<file path="config.mk">
export PLATFORM = sky130hd
export DESIGN_NAME = cascaded_position_speed_loop_unit
export DESIGN_NICKNAME = d
export VERILOG_FILES = /design/src/sv/cpsl_pkg.sv /design/src/sv/cpsl_regs.sv /design/src/sv/cpsl_ctrl.sv /design/src/sv/cpsl_dp.sv /design/src/sv/cascaded_position_speed_loop_unit.sv
export SDC_FILE = /design/constraint.sdc
export NUM_CORES = 2
export LEC_CHECK = 0
export ABC_AREA = 0
export BUFFER_PORTS_ARGS = -buffer_cell sky130_fd_sc_hd__clkbuf_2
export CAP_MARGIN = 20
export CELL_PAD_IN_SITES_DETAIL_PLACEMENT = 0
export CELL_PAD_IN_SITES_GLOBAL_PLACEMENT = 1
export CORE_MARGIN = 5
export CORE_UTILIZATION = 40
export DETAILED_ROUTE_END_ITERATION = 16
export PLACE_DENSITY_LB_ADDON = 0.2
export SLEW_MARGIN = 20
export SYNTH_ARGS = -nofsm -noshare
export SYNTH_HDL_FRONTEND = slang
export SYNTH_SLANG_ARGS = --single-unit
</file>
<file path="constraint.sdc">
create_clock -name clk -period 23.8 [get_ports clk]
set_input_delay 0 -clock clk [delete_from_list [all_inputs] [get_ports clk]]
set_output_delay 0 -clock clk [all_outputs]
set_load 0.02 [all_outputs]
</file>
<file path="src/sv/cpsl_pkg.sv">
// Package for the cascaded position / speed loop unit.
// Holds field widths, register indexes, reset values, loop constants, the
// controller state and command types, and the fixed-point rounding helper.
package cpsl_pkg;

	localparam int TARGET_W = 25;
	localparam int COUNT_W  = 16;
	localparam int MEAS_W   = 32;
	localparam int DUTY_W   = 16;
	localparam int PERIOD_W = 15;
	localparam int GAIN_W   = 16;
	localparam int CMD_W    = 20;
	localparam int OPA_W    = 35;
	localparam int MULB_W   = GAIN_W + 1;
	localparam int PROD_W   = OPA_W + MULB_W;
	localparam int RND_W    = PROD_W - 16;
	localparam int SUM_W    = RND_W;

	localparam int IN_DATA_W  = 64;
	localparam int OUT_DATA_W = 80;
	localparam int CFG_IDX_W  = 3;
	localparam int CFG_DATA_W = 16;

	localparam logic [CFG_IDX_W-1:0] REG_PWM_PERIOD    = 3'd0;
	localparam logic [CFG_IDX_W-1:0] REG_SPEED_SCALE   = 3'd1;
	localparam logic [CFG_IDX_W-1:0] REG_ANGLE_SCALE   = 3'd2;
	localparam logic [CFG_IDX_W-1:0] REG_POSITION_GAIN = 3'd3;
	localparam logic [CFG_IDX_W-1:0] REG_SPEED_GAIN    = 3'd4;
	localparam logic [CFG_IDX_W-1:0] REG_COMMAND_DECAY = 3'd5;

	localparam logic [PERIOD_W-1:0] RST_PWM_PERIOD    = 15'd1000;
	localparam logic [GAIN_W-1:0]   RST_SPEED_SCALE   = 16'd802;
	localparam logic [GAIN_W-1:0]   RST_ANGLE_SCALE   = 16'd481;
	localparam logic [GAIN_W-1:0]   RST_POSITION_GAIN = 16'd18350;
	localparam logic [GAIN_W-1:0]   RST_SPEED_GAIN    = 16'd2621;
	localparam logic [GAIN_W-1:0]   RST_COMMAND_DECAY = 16'd52429;

	localparam int CMD_CLAMP_LIMIT = 32768;
	localparam int CMD_CLAMP_VALUE = 26214;
	localparam int CMD_DEADZONE    = 2294;

	typedef struct packed {
		logic [PERIOD_W-1:0] pwm_period;
		logic [GAIN_W-1:0]   speed_scale;
		logic [GAIN_W-1:0]   angle_scale;
		logic [GAIN_W-1:0]   position_gain;
		logic [GAIN_W-1:0]   speed_gain;
		logic [GAIN_W-1:0]   command_decay;
	} cfg_t;

	typedef enum logic [3:0] {
		ST_IDLE,
		ST_SPEED,
		ST_ANGLE,
		ST_PERR,
		ST_PGAIN,
		ST_SERR,
		ST_SGAIN,
		ST_DECAY,
		ST_CLAMP,
		ST_DUTY,
		ST_EMIT
	} state_t;

	typedef enum logic [3:0] {
		OP_NONE,
		OP_SPEED,
		OP_ANGLE,
		OP_PERR,
		OP_PGAIN,
		OP_SERR,
		OP_SGAIN,
		OP_DECAY,
		OP_CLAMP,
		OP_DUTY
	} op_t;

	typedef struct packed {
		logic load;
		op_t  op;
		logic emit;
	} ctl_t;

	typedef struct packed {
		logic out_free;
	} sts_t;

	// Q16.16 times Q0.16 back to Q16.16, round to nearest, ties up
	function automatic logic signed [RND_W-1:0] rnd_q16(input logic signed [PROD_W-1:0] p);
		logic signed [PROD_W-1:0] t;
		t = p + PROD_W'(32768);
		return RND_W'(t >>> 16);
	endfunction

endpackage

</file>
<file path="src/sv/cpsl_regs.sv">
// Configuration register file of the cascaded position / speed loop unit.
// Depends on cpsl_pkg for register indexes, widths and reset values.
module cpsl_regs
	import cpsl_pkg::*;
(
	input  logic                  clk,
	input  logic                  arst_n,
	input  logic                  cfg_valid,
	output logic                  cfg_ready,
	input  logic [CFG_IDX_W-1:0]  cfg_index,
	input  logic [CFG_DATA_W-1:0] cfg_data,
	output cfg_t                  cfg
);

	cfg_t cfg_q;

	assign cfg_ready = 1'b1;
	assign cfg       = cfg_q;

	always_ff @(posedge clk or negedge arst_n) begin
		if (!arst_n) begin
			cfg_q.pwm_period    <= RST_PWM_PERIOD;
			cfg_q.speed_scale   <= RST_SPEED_SCALE;
			cfg_q.angle_scale   <= RST_ANGLE_SCALE;
			cfg_q.position_gain <= RST_POSITION_GAIN;
			cfg_q.speed_gain    <= RST_SPEED_GAIN;
			cfg_q.command_decay <= RST_COMMAND_DECAY;
		end else if (cfg_valid && cfg_ready) begin
			unique case (cfg_index)
				REG_PWM_PERIOD:    cfg_q.pwm_period    <= cfg_data[PERIOD_W-1:0];
				REG_SPEED_SCALE:   cfg_q.speed_scale   <= cfg_data;
				REG_ANGLE_SCALE:   cfg_q.angle_scale   <= cfg_data;
				REG_POSITION_GAIN: cfg_q.position_gain <= cfg_data;
				REG_SPEED_GAIN:    cfg_q.speed_gain    <= cfg_data;
				REG_COMMAND_DECAY: cfg_q.command_decay <= cfg_data;
				default: begin
				end
			endcase
		end
	end

endmodule

</file>
<file path="src/sv/cpsl_ctrl.sv">
// Controller state machine of the cascaded position / speed loop unit.
// Sequences the shared multiplier steps; depends on cpsl_pkg for types.
module cpsl_ctrl
	import cpsl_pkg::*;
(
	input  logic clk,
	input  logic arst_n,
	input  logic s_tvalid,
	output logic s_tready,
	input  logic s_tuser,
	input  sts_t sts,
	output ctl_t ctl
);

	state_t state_q;
	state_t state_d;

	always_ff @(posedge clk or negedge arst_n) begin
		if (!arst_n) begin
			state_q <= ST_IDLE;
		end else begin
			state_q <= state_d;
		end
	end

	always_comb begin
		state_d = state_q;
		unique case (state_q)
			ST_IDLE: begin
				if (s_tvalid && s_tuser) state_d = ST_SPEED;
			end
			ST_SPEED: state_d = ST_ANGLE;
			ST_ANGLE: state_d = ST_PERR;
			ST_PERR:  state_d = ST_PGAIN;
			ST_PGAIN: state_d = ST_SERR;
			ST_SERR:  state_d = ST_SGAIN;
			ST_SGAIN: state_d = ST_DECAY;
			ST_DECAY: state_d = ST_CLAMP;
			ST_CLAMP: state_d = ST_DUTY;
			ST_DUTY:  state_d = ST_EMIT;
			ST_EMIT: begin
				if (sts.out_free) state_d = ST_IDLE;
			end
			default: state_d = ST_IDLE;
		endcase
	end

	always_comb begin
		s_tready = 1'b0;
		ctl.load = 1'b0;
		ctl.op   = OP_NONE;
		ctl.emit = 1'b0;
		unique case (state_q)
			ST_IDLE: begin
				s_tready = 1'b1;
				ctl.load = s_tvalid && s_tuser;
			end
			ST_SPEED: ctl.op = OP_SPEED;
			ST_ANGLE: ctl.op = OP_ANGLE;
			ST_PERR:  ctl.op = OP_PERR;
			ST_PGAIN: ctl.op = OP_PGAIN;
			ST_SERR:  ctl.op = OP_SERR;
			ST_SGAIN: ctl.op = OP_SGAIN;
			ST_DECAY: ctl.op = OP_DECAY;
			ST_CLAMP: ctl.op = OP_CLAMP;
			ST_DUTY:  ctl.op = OP_DUTY;
			ST_EMIT:  ctl.emit = sts.out_free;
			default: begin
			end
		endcase
	end

	a_sample_starts: assert property (@(posedge clk) disable iff (!arst_n)
		(s_tvalid && s_tready && s_tuser) |=> (state_q == ST_SPEED))
		else $error("accepted sample did not start the sequence");

	a_drop_idle: assert property (@(posedge clk) disable iff (!arst_n)
		(s_tvalid && s_tready && !s_tuser) |=> (state_q == ST_IDLE))
		else $error("item without sample left idle");

	a_emit_hold: assert property (@(posedge clk) disable iff (!arst_n)
		(state_q == ST_EMIT && !sts.out_free) |=> (state_q == ST_EMIT))
		else $error("result dropped while output busy");

endmodule

</file>
<file path="src/sv/cpsl_dp.sv">
// Datapath of the cascaded position / speed loop unit: operand registers,
// one shared signed multiplier, command state and output register.
// Depends on cpsl_pkg for widths, constants and the rounding helper.
module cpsl_dp
	import cpsl_pkg::*;
(
	input  logic                  clk,
	input  logic                  arst_n,
	input  cfg_t                  cfg,
	input  ctl_t                  ctl,
	output sts_t                  sts,
	input  logic [IN_DATA_W-1:0]  s_tdata,
	output logic                  m_tvalid,
	input  logic                  m_tready,
	output logic [OUT_DATA_W-1:0] m_tdata
);

	logic signed [TARGET_W-1:0] target_q;
	logic signed [COUNT_W-1:0]  vel_q;
	logic signed [COUNT_W-1:0]  pos_q;
	logic signed [MEAS_W-1:0]   speed_q;
	logic signed [MEAS_W-1:0]   angle_q;
	logic signed [OPA_W-1:0]    opa_q;
	logic signed [OPA_W-1:0]    term_q;
	logic signed [PROD_W-1:0]   prod_q;
	logic signed [CMD_W-1:0]    cmd_q;
	logic                       m_valid_q;
	logic [OUT_DATA_W-1:0]      m_data_q;

	logic signed [OPA_W-1:0]    mul_a;
	logic signed [MULB_W-1:0]   mul_b;
	logic signed [PROD_W-1:0]   prod_d;
	logic signed [RND_W-1:0]    prod_rnd;
	logic signed [SUM_W-1:0]    sum;
	logic signed [SUM_W-1:0]    clamped;
	logic signed [SUM_W-1:0]    cmd_next;
	logic signed [PROD_W-1:0]   duty_sum;
	logic [DUTY_W-1:0]          duty;

	assign sts.out_free = !m_valid_q || m_tready;
	assign m_tvalid     = m_valid_q;
	assign m_tdata      = m_data_q;

	always_comb begin
		mul_a = '0;
		mul_b = '0;
		unique case (ctl.op)
			OP_SPEED: begin
				mul_a = OPA_W'(vel_q);
				mul_b = $signed({1'b0, cfg.speed_scale});
			end
			OP_ANGLE: begin
				mul_a = OPA_W'(pos_q);
				mul_b = $signed({1'b0, cfg.angle_scale});
			end
			OP_PGAIN: begin
				mul_a = opa_q;
				mul_b = $signed({1'b0, cfg.position_gain});
			end
			OP_SGAIN: begin
				mul_a = opa_q;
				mul_b = $signed({1'b0, cfg.speed_gain});
			end
			OP_DECAY: begin
				mul_a = OPA_W'(cmd_q);
				mul_b = $signed({1'b0, cfg.command_decay});
			end
			OP_DUTY: begin
				mul_a = OPA_W'(cmd_q);
				mul_b = $signed({2'b00, cfg.pwm_period});
			end
			default: begin
			end
		endcase
	end

	assign prod_d   = mul_a * mul_b;
	assign prod_rnd = rnd_q16(prod_q);
	assign sum      = SUM_W'(term_q) + prod_rnd;

	always_comb begin
		if (sum > SUM_W'(CMD_CLAMP_LIMIT)) begin
			clamped = SUM_W'(CMD_CLAMP_VALUE);
		end else if (sum < -SUM_W'(CMD_CLAMP_LIMIT)) begin
			clamped = -SUM_W'(CMD_CLAMP_VALUE);
		end else begin
			clamped = sum;
		end
		if (clamped < SUM_W'(CMD_DEADZONE) && clamped > -SUM_W'(CMD_DEADZONE)) begin
			cmd_next = '0;
		end else begin
			cmd_next = clamped;
		end
	end

	assign duty_sum = prod_q + $signed({{(PROD_W-PERIOD_W-15){1'b0}},
		cfg.pwm_period[PERIOD_W-1:1], 16'h0000});
	assign duty     = duty_sum[PROD_W-1] ? '0 : duty_sum[DUTY_W+15:16];

	always_ff @(posedge clk) begin
		if (ctl.load) begin
			target_q <= $signed(s_tdata[TARGET_W-1:0]);
			vel_q    <= $signed(s_tdata[TARGET_W+COUNT_W-1:TARGET_W]);
			pos_q    <= $signed(s_tdata[TARGET_W+2*COUNT_W-1:TARGET_W+COUNT_W]);
		end
		if (ctl.op != OP_NONE) prod_q <= prod_d;
		unique case (ctl.op)
			OP_ANGLE: speed_q <= $signed(prod_q[MEAS_W-1:0]);
			OP_PERR: begin
				angle_q <= $signed(prod_q[MEAS_W-1:0]);
				opa_q   <= OPA_W'(target_q) - OPA_W'($signed(prod_q[MEAS_W-1:0]));
			end
			OP_SERR:  opa_q  <= OPA_W'(prod_rnd) - OPA_W'(speed_q);
			OP_DECAY: term_q <= OPA_W'(prod_rnd);
			default: begin
			end
		endcase
		if (ctl.emit) m_data_q <= {angle_q, speed_q, duty};
	end

	always_ff @(posedge clk or negedge arst_n) begin
		if (!arst_n) begin
			cmd_q     <= '0;
			m_valid_q <= 1'b0;
		end else begin
			if (ctl.op == OP_CLAMP) cmd_q <= CMD_W'(cmd_next);
			if (ctl.emit) begin
				m_valid_q <= 1'b1;
			end else if (m_tready) begin
				m_valid_q <= 1'b0;
			end
		end
	end

	a_cmd_range: assert property (@(posedge clk) disable iff (!arst_n)
		(cmd_q <= CMD_W'(CMD_CLAMP_LIMIT)) && (cmd_q >= -CMD_W'(CMD_CLAMP_LIMIT)))
		else $error("drive command out of clamp range");

	a_cmd_hold: assert property (@(posedge clk) disable iff (!arst_n)
		(ctl.op != OP_CLAMP) |=> $stable(cmd_q))
		else $error("drive command changed outside clamp step");

	a_emit_free: assert property (@(posedge clk) disable iff (!arst_n)
		ctl.emit |-> (!m_valid_q || m_tready))
		else $error("output register overwritten");

endmodule

</file>
<file path="src/sv/cascaded_position_speed_loop_unit.sv">
// Top level of the cascaded position / speed loop unit.
// Instantiates cpsl_regs, cpsl_ctrl and cpsl_dp; depends on cpsl_pkg.
//
// channel  dir  handshake                  payload
// s_       in   s_tvalid / s_tready        s_tdata[56:0], s_tuser = new_sample
// m_       out  m_tvalid / m_tready        m_tdata[79:0]
// cfg_     in   cfg_valid / cfg_ready      cfg_index[2:0], cfg_data[15:0]
//
// A sample item steps through the controller states to a loaded output
// register, with six passes through the one shared 35x17 multiplier plus add
// steps; the next item is taken only after the load. An item with new_sample
// low is taken in IDLE and gives no result. Reset clears the drive command and
// loads the register defaults. A stalled output holds the last step until the
// output register frees up; the next item is taken while a result still waits.
module cascaded_position_speed_loop_unit
	import cpsl_pkg::*;
(
	input  logic                  clk,
	input  logic                  arst_n,
	input  logic                  s_tvalid,
	output logic                  s_tready,
	// target_angle[24:0], velocity_count[40:25], position_count[56:41]
	input  logic [IN_DATA_W-1:0]  s_tdata,
	// new_sample[0]
	input  logic                  s_tuser,
	output logic                  m_tvalid,
	input  logic                  m_tready,
	// duty[15:0], rotor_speed[47:16], measured_angle[79:48]
	output logic [OUT_DATA_W-1:0] m_tdata,
	input  logic                  cfg_valid,
	output logic                  cfg_ready,
	input  logic [CFG_IDX_W-1:0]  cfg_index,
	input  logic [CFG_DATA_W-1:0] cfg_data
);

	cfg_t cfg;
	ctl_t ctl;
	sts_t sts;

	cpsl_regs u_regs (
		.clk       (clk),
		.arst_n    (arst_n),
		.cfg_valid (cfg_valid),
		.cfg_ready (cfg_ready),
		.cfg_index (cfg_index),
		.cfg_data  (cfg_data),
		.cfg       (cfg)
	);

	cpsl_ctrl u_ctrl (
		.clk      (clk),
		.arst_n   (arst_n),
		.s_tvalid (s_tvalid),
		.s_tready (s_tready),
		.s_tuser  (s_tuser),
		.sts      (sts),
		.ctl      (ctl)
	);

	cpsl_dp u_dp (
		.clk      (clk),
		.arst_n   (arst_n),
		.cfg      (cfg),
		.ctl      (ctl),
		.sts      (sts),
		.s_tdata  (s_tdata),
		.m_tvalid (m_tvalid),
		.m_tready (m_tready),
		.m_tdata  (m_tdata)
	);

endmodule
</file>
==> qor.txt <==
Outcome: completed
Number of global-route vias before repair: 32200
Crit path arrival time: 10.58 ns
Met2 WL: 59.1 mm
Critical path fanouts, max: 24
Worst-path clk slew: 0.06 ns
Die Ht: 334 um
CORE AREA: 105000 um^2
Die ar.: 112000 um^2
Routed len/inst: 22.3 um
Worst Skew: 0.0364 ns
Via count: 31100
Seq cells post-synth: 443
Top cell type's share of synthesized area: 25.5%
Met3 WL post-DR: 8.39 mm
EDFF count, synth: 323
Final Cycle Share: 42.4%
Area Overhead vs Synth: 12.6%
Nets: 5304
First-pass GRT wire length: 200 mm
Reg2reg setup slack: 13.71 ns
Endpoints failing setup: 0
CTS H-Tree Depth: 2
IO buf count: 163
Root buffer cell: clkbuf_16
# rows: 119
Worst-margin pin slew: 1.14 ns
Cts bufs inserted: 53
Number of max-cap violations: 0
Slowest cell on crit path: ha_1
Reg2reg path depth: 30
Final antenna-violating net count: 0
Worst path max stage delay: 0.96 ns
Residual DRC count: 0
Post-CTS Setup Bufs: 0
Vias per cell: 5.29
Prevailing post-synth register cell: edfxtp_1
Crit path kind: flop to flop
Placer Congestion: 0.903
Relative max-transition margin: 24.1%
Hold Path Class: primary input to flop
Slew Limit Fails: 0
Fmax: 0.0991 GHz
Share of cells above drive strength 1: 10.9%
TritonCTS clock tree: yes
Largest cells by area after synthesis: fa_1 (25%), edfxtp_1 (23%), ha_1 (7.1%)
Yosys cell types: 83
Die width: 334 um
Critical path's most frequent cell: nand3_1
Placed wire-length estimate: 98.9 mm
Total gr overflow: 0
CP Launch Type: flop
Drt total wl: 131 mm
Highest routed layer: met4
Syn Inst Count: 4240
Netlist Area Pre-Place: 42100 um^2
Most frequent cells after synthesis: inv_1 (740), nand2_1 (560), fa_1 (535)
Warnings from Yosys: 0
Starting DRT DRC Count: 2512
Cts-stage hold buffer count: 84
Top-count cell post-synth: inv_1
Cell taking the most area after synthesis: fa_1
All-Layer GR Usage: 23.5%
Asr flop ratio synth: 27.1%
CTS Sinks: 443
Io pins: 172
Synthesized Nets: 5104
Initial antenna violation count: 1
Metal-1 WL: 60.6 mm
Critical Path RT: 24.29 ns
Min Tclk post-route: 10.09 ns
Setup TNS: 0 ns
RSZ-0062 raised after global routing: no
Drt pass-1 iters: 6
Ant. Diodes: 0
Syn avg cell area: 9.92 um^2
Crit end category: flop
Largest net degree at the start of global routing: 63
Count of final hold-check violations: 0
Longest Clk Path Bufs: 3
Post-synthesis sequential area ratio: 30.3%
Resized Gates After CTS: 0
Worst skew pair latency: 0.66 ns
Hold depth: 3
Initial core utilization: 40.1%
-- routing by layer --
layer,GRT usage [%],up-vias
met4,4.88,0
met1,34.3,15800
met2,37.5,895
met5,0,-
li1,-,14300
met3,3.36,117
-- metrics by stage --
| stage | area, um^2 | setup slack (ns) | utilization (%) | hold slack (ns) | std cells |
|---|---|---|---|---|---|
| 2_1_floorplan | 42100 | 14.76 | - | -0.296 | 4240 |
| 3_3_place_gp | 44700 | 13.75 | 42.6 | 0.146 | 5692 |
| 3_5_place_dp | 44700 | 13.79 | 42.6 | 0.146 | 5692 |
| 4_1_cts | 47400 | 13.72 | 45.2 | 0.0191 | 5875 |
| 5_1_grt | 47400 | 13.19 | 45.2 | 0.0459 | 5875 |
| 6_report | 47400 | 13.71 | 45.2 | 0.0471 | 5875 |
-- path summary, 6_finish.rpt --
check                           startpoint               end
min                           cfg_index[0]     u_regs.cfg[1]
max                        u_dp.prod_q[27]    u_dp.cmd_q[13]
min reg2reg                u_dp.angle_q[8]  u_dp.m_tdata[56]
min in group asynchronous           arst_n    u_regs.cfg[92]
max reg2reg                u_dp.prod_q[27]    u_dp.cmd_q[13]
max in group asynchronous           arst_n    u_dp.cmd_q[18]
-- critical path: cells and delay by family (launching register included) --
| family | cells | cell delay (ns) |
|---|---|---|
| flip-flops | 1 | 0.90 |
| AO/OA/AOI/OAI | 10 | 2.53 |
| AND/OR/NAND/NOR | 16 | 4.34 |
| adder cells (fa/ha/maj) | 2 | 1.43 |
| XOR/XNOR | 2 | 0.71 |
-- registers in the layout (all words and copies together), names as in the netlist, 4 cells and up --
| name | flops |
|---|---|
| u_ctrl.state_q | 4 |
| u_dp.angle_q | 32 |
| u_dp.cmd_q | 20 |
| u_dp.m_tdata | 80 |
| u_dp.opa_q | 35 |
| u_dp.pos_q | 16 |
| u_dp.prod_q | 52 |
| u_dp.speed_q | 32 |
| u_dp.target_q | 25 |
| u_dp.term_q | 35 |
| u_dp.vel_q | 16 |
| u_regs.cfg | 95 |
-- layout by cell type (no fill, tap or decap), types with 46 or more instances in the layout --
cell / count
xor2_1: 66
dfrtp_1: 80
o21ai_0: 110
inv_1: 740
nand2_1: 560
nand3_1: 46
clkbuf_16: 53
edfxtp_1: 323
nor2_1: 341
ha_1: 240
buf_4: 55
a21o_1: 70
fa_1: 535
a21oi_1: 175
xnor2_1: 111
dlygate4sd3_1: 83
mux2_2: 96
clkbuf_2: 162
-- layout make-up --
| cell class | instances | area [um^2] |
|---|---|---|
| Fill cell | 10200 | 57500 |
| Multi-Input combinational cell | 2901 | 26200 |
| Sequential cell | 443 | 12800 |
| Inverter | 740 | 2780 |
| Timing Repair Buffer | 301 | 2070 |
| Tap cell | 1391 | 1740 |
| Clock buffer | 67 | 1390 |
| Clock inverter | 32 | 472 |
-- kinds of logic (layout without fill, tap and decap cells) --
family	Yosys count	count (layout)	synth area share, %
and+or+nand+nor	1207	1207	12.5
buffers and inverters	896	1140	8.05
AOI/OAI and AO/OA	641	641	10.2
other	1	1	0.00891
muxes	100	100	2.66
DFF	443	443	30.3
xor gates and xnor gates	177	177	3.68
adders and majority gates	775	775	32.6
Power is not shown: default switching activity piles up to over one toggle a cycle in this logic, so the estimate is an artifact.
